===== src/hdl/json_string_unescaper_top_macros.svh =====
// ----------------------------------------------------------------------------
// JSON string unescaper assertion macros
// Shared concurrent assertion forms, clocked on clk_i, off during reset.
// ----------------------------------------------------------------------------
`ifndef JSON_STRING_UNESCAPER_TOP_MACROS_SVH
`define JSON_STRING_UNESCAPER_TOP_MACROS_SVH

// same-cycle implication
`define JSU_ASSERT_NOW(label, ante, cons, msg) \
  label: assert property (@(posedge clk_i) disable iff (!rst_ni) (ante) |-> (cons)) \
    else $error(msg);

// next-cycle implication
`define JSU_ASSERT_NEXT(label, ante, cons, msg) \
  label: assert property (@(posedge clk_i) disable iff (!rst_ni) (ante) |=> (cons)) \
    else $error(msg);

`endif


===== src/hdl/jsu_pkg.sv =====
// ----------------------------------------------------------------------------
// JSON string unescaper package
// Modes, result codes, result and decode structs, hex digit helper.
// ----------------------------------------------------------------------------
package jsu_pkg;

  typedef enum logic [2:0] {
    MODE_IDLE  = 3'd0,
    MODE_PLAIN = 3'd1,
    MODE_ESC   = 3'd2,
    MODE_HEX0  = 3'd3,
    MODE_HEX1  = 3'd4,
    MODE_HEX2  = 3'd5,
    MODE_HEX3  = 3'd6
  } mode_e;

  typedef enum logic [2:0] {
    ST_DATA      = 3'd0,
    ST_CLOSED    = 3'd1,
    ST_OPEN_EXP  = 3'd2,
    ST_BAD_ESC   = 3'd3,
    ST_BAD_HEX   = 3'd4,
    ST_NOT_CLOSE = 3'd5
  } status_e;

  localparam logic [7:0] ChQuote = 8'h22;
  localparam logic [7:0] ChBslash = 8'h5C;
  localparam logic [7:0] ChSlash = 8'h2F;
  localparam logic [7:0] ChSpace = 8'h20;

  // results produced by one input item, up to three
  typedef struct packed {
    logic [1:0]      n;
    status_e         status;
    logic [2:0][7:0] bytes;
  } res_t;

  typedef struct packed {
    mode_e       mode;
    logic [15:0] cu;
    res_t        res;
  } dec_t;

  // {valid, value}
  function automatic logic [4:0] hex_val(input logic [7:0] c);
    logic [4:0] r;
    r = 5'd0;
    if (c >= 8'h30 && c <= 8'h39) r = {1'b1, c[3:0]};
    else if ((c >= 8'h41 && c <= 8'h46) || (c >= 8'h61 && c <= 8'h66))
      r = {1'b1, c[3:0] + 4'd9};
    return r;
  endfunction

endpackage


===== src/hdl/json_string_unescaper_top.sv =====
// ----------------------------------------------------------------------------
// JSON string unescaper
// Streams raw bytes in, decoded UTF-8 string bytes and status codes out.
// ----------------------------------------------------------------------------
// One byte is taken per cycle while in_stall_o is low. Each byte passes an
// input register, a single decode step and a result buffer, from which its
// first result is offered. The output port gives one result per cycle while
// out_stall_i is low: a \u escape that encodes to two or three UTF-8 bytes
// holds the input while the result buffer drains; everything else sustains
// one byte per cycle with no gaps unless the output stalls. Status codes: 0
// data, 1 closed, 2 open expected, 3 bad escape, 4 bad hex, 5 not closed;
// last marks the final result of a byte.
`include "json_string_unescaper_top_macros.svh"

module json_string_unescaper_top (
  input  logic       clk_i,
  input  logic       rst_ni,
  input  logic       in_valid_i,
  output logic       in_stall_o,
  input  logic [7:0] in_byte_i,
  input  logic       end_of_input_i,
  output logic       out_valid_o,
  input  logic       out_stall_i,
  output logic [7:0] out_byte_o,
  output logic [2:0] status_o,
  output logic       last_o
);
  import jsu_pkg::*;

  logic        in_v_q;
  logic [7:0]  in_byte_q;
  logic        in_eoi_q;
  mode_e       mode_q;
  logic [15:0] cu_q;
  dec_t        dec;
  logic        buf_free, load;

  assign load       = in_v_q && buf_free;
  assign in_stall_o = in_v_q && !buf_free;

  always_ff @(posedge clk_i or negedge rst_ni) begin
    if (!rst_ni) begin
      in_v_q <= 1'b0;
      mode_q <= MODE_IDLE;
      cu_q   <= '0;
    end else begin
      if (!in_stall_o) in_v_q <= in_valid_i;
      if (load) begin
        mode_q <= dec.mode;
        cu_q   <= dec.cu;
      end
    end
  end

  always_ff @(posedge clk_i) begin
    if (in_valid_i && !in_stall_o) begin
      in_byte_q <= in_byte_i;
      in_eoi_q  <= end_of_input_i;
    end
  end

  jsu_decode u_decode (
    .mode_i (mode_q),
    .cu_i   (cu_q),
    .byte_i (in_byte_q),
    .eoi_i  (in_eoi_q),
    .dec_o  (dec)
  );

  jsu_obuf u_obuf (
    .clk_i       (clk_i),
    .rst_ni      (rst_ni),
    .load_i      (load),
    .res_i       (dec.res),
    .free_o      (buf_free),
    .out_valid_o (out_valid_o),
    .out_stall_i (out_stall_i),
    .out_byte_o  (out_byte_o),
    .status_o    (status_o),
    .last_o      (last_o)
  );

  `JSU_ASSERT_NOW(a_multi_from_hex, load && dec.res.n > 2'd1,
    mode_q == MODE_HEX3 && dec.res.status == ST_DATA, "multi-byte result outside \\u")
  `JSU_ASSERT_NOW(a_idle_eoi_silent, in_v_q && in_eoi_q && mode_q == MODE_IDLE,
    dec.res.n == 2'd0 && dec.mode == MODE_IDLE, "end of input in idle produced a result")
  `JSU_ASSERT_NEXT(a_error_to_idle,
    load && dec.res.n == 2'd1 && dec.res.status != ST_DATA,
    mode_q == MODE_IDLE, "error or close did not return to idle")

endmodule


===== src/hdl/jsu_decode.sv =====
// ----------------------------------------------------------------------------
// JSON string unescaper decode step
// Next mode, code unit and the results for one byte, combinational.
// ----------------------------------------------------------------------------
module jsu_decode (
  input  jsu_pkg::mode_e mode_i,
  input  logic [15:0]    cu_i,
  input  logic [7:0]     byte_i,
  input  logic           eoi_i,
  output jsu_pkg::dec_t  dec_o
);
  import jsu_pkg::*;

  logic [4:0]  hv;
  logic [15:0] u;

  assign hv = hex_val(byte_i);
  assign u  = {cu_i[11:0], hv[3:0]};

  always_comb begin
    dec_o            = '0;
    dec_o.mode       = mode_i;
    dec_o.cu         = cu_i;
    dec_o.res.status = ST_DATA;
    case (mode_i)
      MODE_PLAIN, MODE_ESC, MODE_HEX0, MODE_HEX1, MODE_HEX2, MODE_HEX3: begin
        if (eoi_i) begin
          dec_o.mode       = MODE_IDLE;
          dec_o.res.n      = 2'd1;
          dec_o.res.status = ST_NOT_CLOSE;
        end else if (mode_i == MODE_PLAIN) begin
          if (byte_i == ChBslash) begin
            dec_o.mode = MODE_ESC;
          end else if (byte_i == ChQuote) begin
            dec_o.mode       = MODE_IDLE;
            dec_o.res.n      = 2'd1;
            dec_o.res.status = ST_CLOSED;
          end else begin
            dec_o.res.n        = 2'd1;
            dec_o.res.bytes[0] = byte_i;
          end
        end else if (mode_i == MODE_ESC) begin
          dec_o.mode  = MODE_PLAIN;
          dec_o.res.n = 2'd1;
          case (byte_i)
            ChQuote, ChBslash, ChSlash: dec_o.res.bytes[0] = byte_i;
            8'h62: dec_o.res.bytes[0] = 8'h08;
            8'h66: dec_o.res.bytes[0] = 8'h0C;
            8'h6E: dec_o.res.bytes[0] = 8'h0A;
            8'h72: dec_o.res.bytes[0] = 8'h0D;
            8'h74: dec_o.res.bytes[0] = 8'h09;
            8'h75: begin
              dec_o.res.n = 2'd0;
              dec_o.cu    = '0;
              dec_o.mode  = MODE_HEX0;
            end
            default: begin
              dec_o.mode       = MODE_IDLE;
              dec_o.res.status = ST_BAD_ESC;
            end
          endcase
        end else if (!hv[4]) begin
          dec_o.mode       = MODE_IDLE;
          dec_o.res.n      = 2'd1;
          dec_o.res.status = ST_BAD_HEX;
        end else begin
          dec_o.cu = u;
          if (mode_i != MODE_HEX3) begin
            dec_o.mode = mode_e'(mode_i + 3'd1);
          end else begin
            dec_o.mode = MODE_PLAIN;
            if (u < 16'h0080) begin
              dec_o.res.n        = 2'd1;
              dec_o.res.bytes[0] = u[7:0];
            end else if (u < 16'h0800) begin
              dec_o.res.n        = 2'd2;
              dec_o.res.bytes[0] = {3'b110, u[10:6]};
              dec_o.res.bytes[1] = {2'b10, u[5:0]};
            end else begin
              dec_o.res.n        = 2'd3;
              dec_o.res.bytes[0] = {4'b1110, u[15:12]};
              dec_o.res.bytes[1] = {2'b10, u[11:6]};
              dec_o.res.bytes[2] = {2'b10, u[5:0]};
            end
          end
        end
      end
      default: begin
        // idle, and any unused code acts as idle
        dec_o.mode = MODE_IDLE;
        if (!eoi_i && byte_i != ChSpace && !(byte_i inside {[8'h09:8'h0D]})) begin
          if (byte_i == ChQuote) begin
            dec_o.mode = MODE_PLAIN;
          end else begin
            dec_o.res.n      = 2'd1;
            dec_o.res.status = ST_OPEN_EXP;
          end
        end
      end
    endcase
  end

endmodule


===== src/hdl/jsu_obuf.sv =====
// ----------------------------------------------------------------------------
// JSON string unescaper result buffer
// Holds the results of one item and hands them out one per transfer.
// ----------------------------------------------------------------------------
`include "json_string_unescaper_top_macros.svh"

module jsu_obuf (
  input  logic           clk_i,
  input  logic           rst_ni,
  input  logic           load_i,
  input  jsu_pkg::res_t  res_i,
  output logic           free_o,
  output logic           out_valid_o,
  input  logic           out_stall_i,
  output logic [7:0]     out_byte_o,
  output logic [2:0]     status_o,
  output logic           last_o
);
  import jsu_pkg::*;

  logic [1:0]      rem_q, idx_q;
  status_e         status_q;
  logic [2:0][7:0] bytes_q;
  logic            take;

  assign out_valid_o = (rem_q != 2'd0);
  assign take        = out_valid_o && !out_stall_i;
  // free when empty or the last pending result leaves this cycle
  assign free_o      = (rem_q == 2'd0) || (rem_q == 2'd1 && !out_stall_i);
  assign status_o    = status_q;
  assign last_o      = (rem_q == 2'd1);

  always_comb begin
    case (idx_q)
      2'd0:    out_byte_o = bytes_q[0];
      2'd1:    out_byte_o = bytes_q[1];
      2'd2:    out_byte_o = bytes_q[2];
      default: out_byte_o = '0;
    endcase
  end

  always_ff @(posedge clk_i or negedge rst_ni) begin
    if (!rst_ni) begin
      rem_q <= '0;
      idx_q <= '0;
    end else if (load_i) begin
      rem_q <= res_i.n;
      idx_q <= '0;
    end else if (take) begin
      rem_q <= rem_q - 2'd1;
      idx_q <= idx_q + 2'd1;
    end
  end

  always_ff @(posedge clk_i) begin
    if (load_i) begin
      status_q <= res_i.status;
      bytes_q  <= res_i.bytes;
    end
  end

  `JSU_ASSERT_NOW(a_err_single, out_valid_o && status_q != ST_DATA, last_o,
    "non-data result is not alone")
  `JSU_ASSERT_NOW(a_idx_range, out_valid_o, ({1'b0, idx_q} + {1'b0, rem_q}) <= 3'd3,
    "result index past buffer")
  `JSU_ASSERT_NOW(a_no_overwrite, load_i, !out_valid_o || (last_o && take),
    "pending result overwritten")

endmodule


===== config.mk =====
export PLATFORM = sky130hd
export DESIGN_NAME = json_string_unescaper_top
export DESIGN_NICKNAME = d
export VERILOG_FILES = /design/src/hdl/jsu_pkg.sv /design/src/hdl/json_string_unescaper_top.sv /design/src/hdl/jsu_decode.sv /design/src/hdl/jsu_obuf.sv
export VERILOG_INCLUDE_DIRS = /design/src /design/src/hdl
export SDC_FILE = /design/constraint.sdc
export NUM_CORES = 1
export LEC_CHECK = 0
export ABC_AREA = 1
export BUFFER_PORTS_ARGS = -buffer_cell sky130_fd_sc_hd__buf_2
export CAP_MARGIN = 20
export CORE_UTILIZATION = 55
export CTS_BUF_LIST = sky130_fd_sc_hd__clkbuf_4
export DETAILED_ROUTE_END_ITERATION = 6
export PLACE_DENSITY = 0.81
export SLEW_MARGIN = 0
export SYNTH_ARGS = -nofsm -noshare
export SYNTH_HDL_FRONTEND = slang
export SYNTH_SLANG_ARGS = --single-unit

===== constraint.sdc =====
create_clock -name clk_i -period 2.8 [get_ports clk_i]
set_input_delay 0.56 -clock clk_i [delete_from_list [all_inputs] [get_ports clk_i]]
set_output_delay 0.56 -clock clk_i [all_outputs]
set_load 0.01 [all_outputs]

==> flow_summary.yaml <==
floorplanning:
  die_y_um: 79.3
  core-area_um2: 5640
  dieArea_um2: 6290
  initial_core_util: 0.583
  io-pin-count: 27
  rows: 27
  die_x_um: 79.3
critical_path:
  cp_max_fo: 8
  crit_slowest_cell: "dfrtp_1"
  path_cells: "inv_1 -> ha_1 -> nand2_1 -> nand3_1 -> nand2_1 -> inv_1 -> buf_2"
  path_buf_inv: 3
  critPathTopFamily: "flip-flops"
  worstSetupStartpointType: "flip-flop"
  critPathMaxStageDelay_ps: 430
  worst_setup_path_end_kind: "output pin"
  cp.arrival_ps: 1710
  required_ps: 2240
  path_class: "reg2out"
detailed_routing:
  dr_total_vias: 2844
  drcViolationCount: 0
  final_antenna_net_count: 0
  wire_per_inst_um: 13.7
  drt_pass1_iterations: 5
  drt_iter0_drc: 258
  drt-vias-per-instance: 5.39
  wl_um: 7210
yosys:
  netlist_area_um2: 3290
  synthMostInstantiatedCell: "nand2_1"
  synthTopCellsByCount: "nand2_1 (130), inv_1 (68), nor2_1 (36), edfxtp_1 (34), nand3_1 (28)"
  synth_top_cell_area_share: 0.311
  ys_ff_latch: 54
  syn_nets: 450
  synth-main-ff-cell: "edfxtp_1"
  async_flop_share: 0.370
  synth_warnings: 0
  synth_area_per_cell_um2: 7.72
  synth-edff-count: 34
  synthCells: 426
  synth_area_leader_cell: "edfxtp_1"
  synth_area_leaders: "edfxtp_1 (31%), dfrtp_1 (15%), nand2_1 (15%)"
  ys_types: 33
  seq_area_frac_synth: 0.463
sta:
  fin_setup_tns_ps: 0
  finalSetupViolCount: 0
  max-slew-margin-rel: 0.675
  rsz0062_at_grt: "false"
  worst_slew_pin_slew_ps: 484
  maxClockFrequency_ghz: 0.440
  min_period_ps: 2270
  drv_slew: 0
  skew_ps: 23.4
  finalCritPeriodShare: 0.811
  hold_viol: 0
cells_and_area:
  nFillCells: 523
  syn2layout_area_growth_pct: 8.30
  drive_above_1_share: 0.125
  n_antenna_cell: 0
  utilization: 0.631
  nets: 479
  stdcell_count: 528
min_path:
  hold_class: "in2async"
global_routing:
  grt_pass1_vias: 2707
  grt_pass1_wl_um: 12100
  grt_usage: 0.250
  overflow: 0
  antenna_found_initial: 0
  grt_max_degree: 25
clock_tree:
  clock_latency_ps: 380
  cts_tree: "built"
  clockRootBuffer: "clkbuf_4"
  cts_resized: 0
  post_cts_buffers: 0
  htree_num_levels: 2
  clk_pin_slew_ps: 170
  cts.sinks: 54
  clock_path_buffers: 2
  ctsHoldBuffers: 0
  cts_inserted_buffers: 5
placed_design:
  dp_cells: 520
  io_buffers: 26
  post-dp-hpwl_um: 5480
  gp_congestion: 0.916
pwr:
  powerDensity_nw_per_um2: 879
  p_leak_nw: 1.77
  peakVddDrop_uv: 660
outcome:
  outcome: "finished clean"
job:
  max_cap_viol_count: 0
[kinds of logic after synthesis]
logic type | synth area share
and+or+nand+nor | 0.306
buffers and inverters | 0.0947
AOI/OAI and AO/OA | 0.0925
DFF | 0.463
adders and majority gates | 0.0419
xor gates and xnor gates | 0.00266
[report_power, final]
part | internal, W | switching [W]
Combinational | 0.000483 | 0.000988
Clock | 0.000102 | 0.000253
Sequential | 0.00116 | 0.000147
[stage by stage]
step | instance area [um^2] | setup slack, ps | power (W) | hold slack (ps)
detailed placement | 3500 | 636 | 0.00278 | 492
finish | 3560 | 529 | 0.00313 | 92.0
CTS | 3560 | 497 | 0.00314 | 101
global placement | 3500 | 654 | 0.00276 | 478
global route | 3560 | 327 | 0.00340 | 115
floorplan | 3290 | 475 | 0.00234 | 264
[flip-flops by register name, indices dropped and copies added (netlist names)]
name	cells
u_obuf.idx_q	2
cu_q	12
u_obuf.bytes_q	22
mode_q	3
in_byte_q	8
in_eoi_q	1
u_obuf.rem_q	2
u_obuf.status_o	3
in_v_q	1
[worst paths after layout]
path | cells past startpoint | to | slack, ps | start
hold / removal | 1 | u_obuf.idx_q[1] | 90 | rst_ni
setup reg to reg | 11 | u_obuf.bytes_q[10] | 580 | in_byte_q[1]
max in group asynchronous | 1 | mode_q[1] | 2390 | rst_ni
min in group clk_i | 1 | in_byte_q[4] | 360 | in_byte_i[4]
setup / recovery | 7 | out_byte_o[0] | 530 | u_obuf.idx_q[0]
hold reg to reg | 2 | cu_q[7] | 520 | cu_q[7]
[area by class of cell]
type	instances	area, um^2	share of cell area
flip-flops and latches	54	1520	0.427
clock inverters	3	22.5	0.00632
multi-input cells	292	1460	0.409
inverters	75	282	0.0791
repair buffers	27	150	0.0422
clock buffers	5	37.5	0.0105
well taps	72	90.1	0.0253
[cells in the final DEF (no fill, tap or decap), types with 2 or more instances in the layout]
| cell | Yosys | routed |
|---|---|---|
| edfxtp_1 | 34 | 34 |
| a21oi_1 | 16 | 16 |
| nand4_1 | 7 | 7 |
| nor2_2 | 1 | 2 |
| ha_1 | 11 | 11 |
| clkbuf_4 | 0 | 5 |
| nor2_1 | 36 | 35 |
| o21ai_0 | 21 | 21 |
| nor2_4 | 2 | 2 |
| nand3_1 | 28 | 28 |
| nand2_4 | 2 | 2 |
| buf_2 | 2 | 26 |
| dfrtp_1 | 20 | 20 |
| nand2_2 | 3 | 3 |
| nand2_1 | 130 | 130 |
| inv_2 | 6 | 6 |
| inv_1 | 68 | 68 |
| nand3_4 | 2 | 2 |
| o21ai_1 | 10 | 10 |
| o22ai_1 | 2 | 2 |
| nor3_1 | 7 | 7 |
| nand3_2 | 3 | 3 |
| a31oi_1 | 4 | 4 |
[routing by layer]
metal  share of wire  wire length (um)  global-route usage
met5               0                 0                   0
met4           0.017               123              0.0764
met3           0.056               404              0.0425
met2            0.48              3450               0.432
met1            0.45              3240               0.320
(Power assumes the default switching activity.)
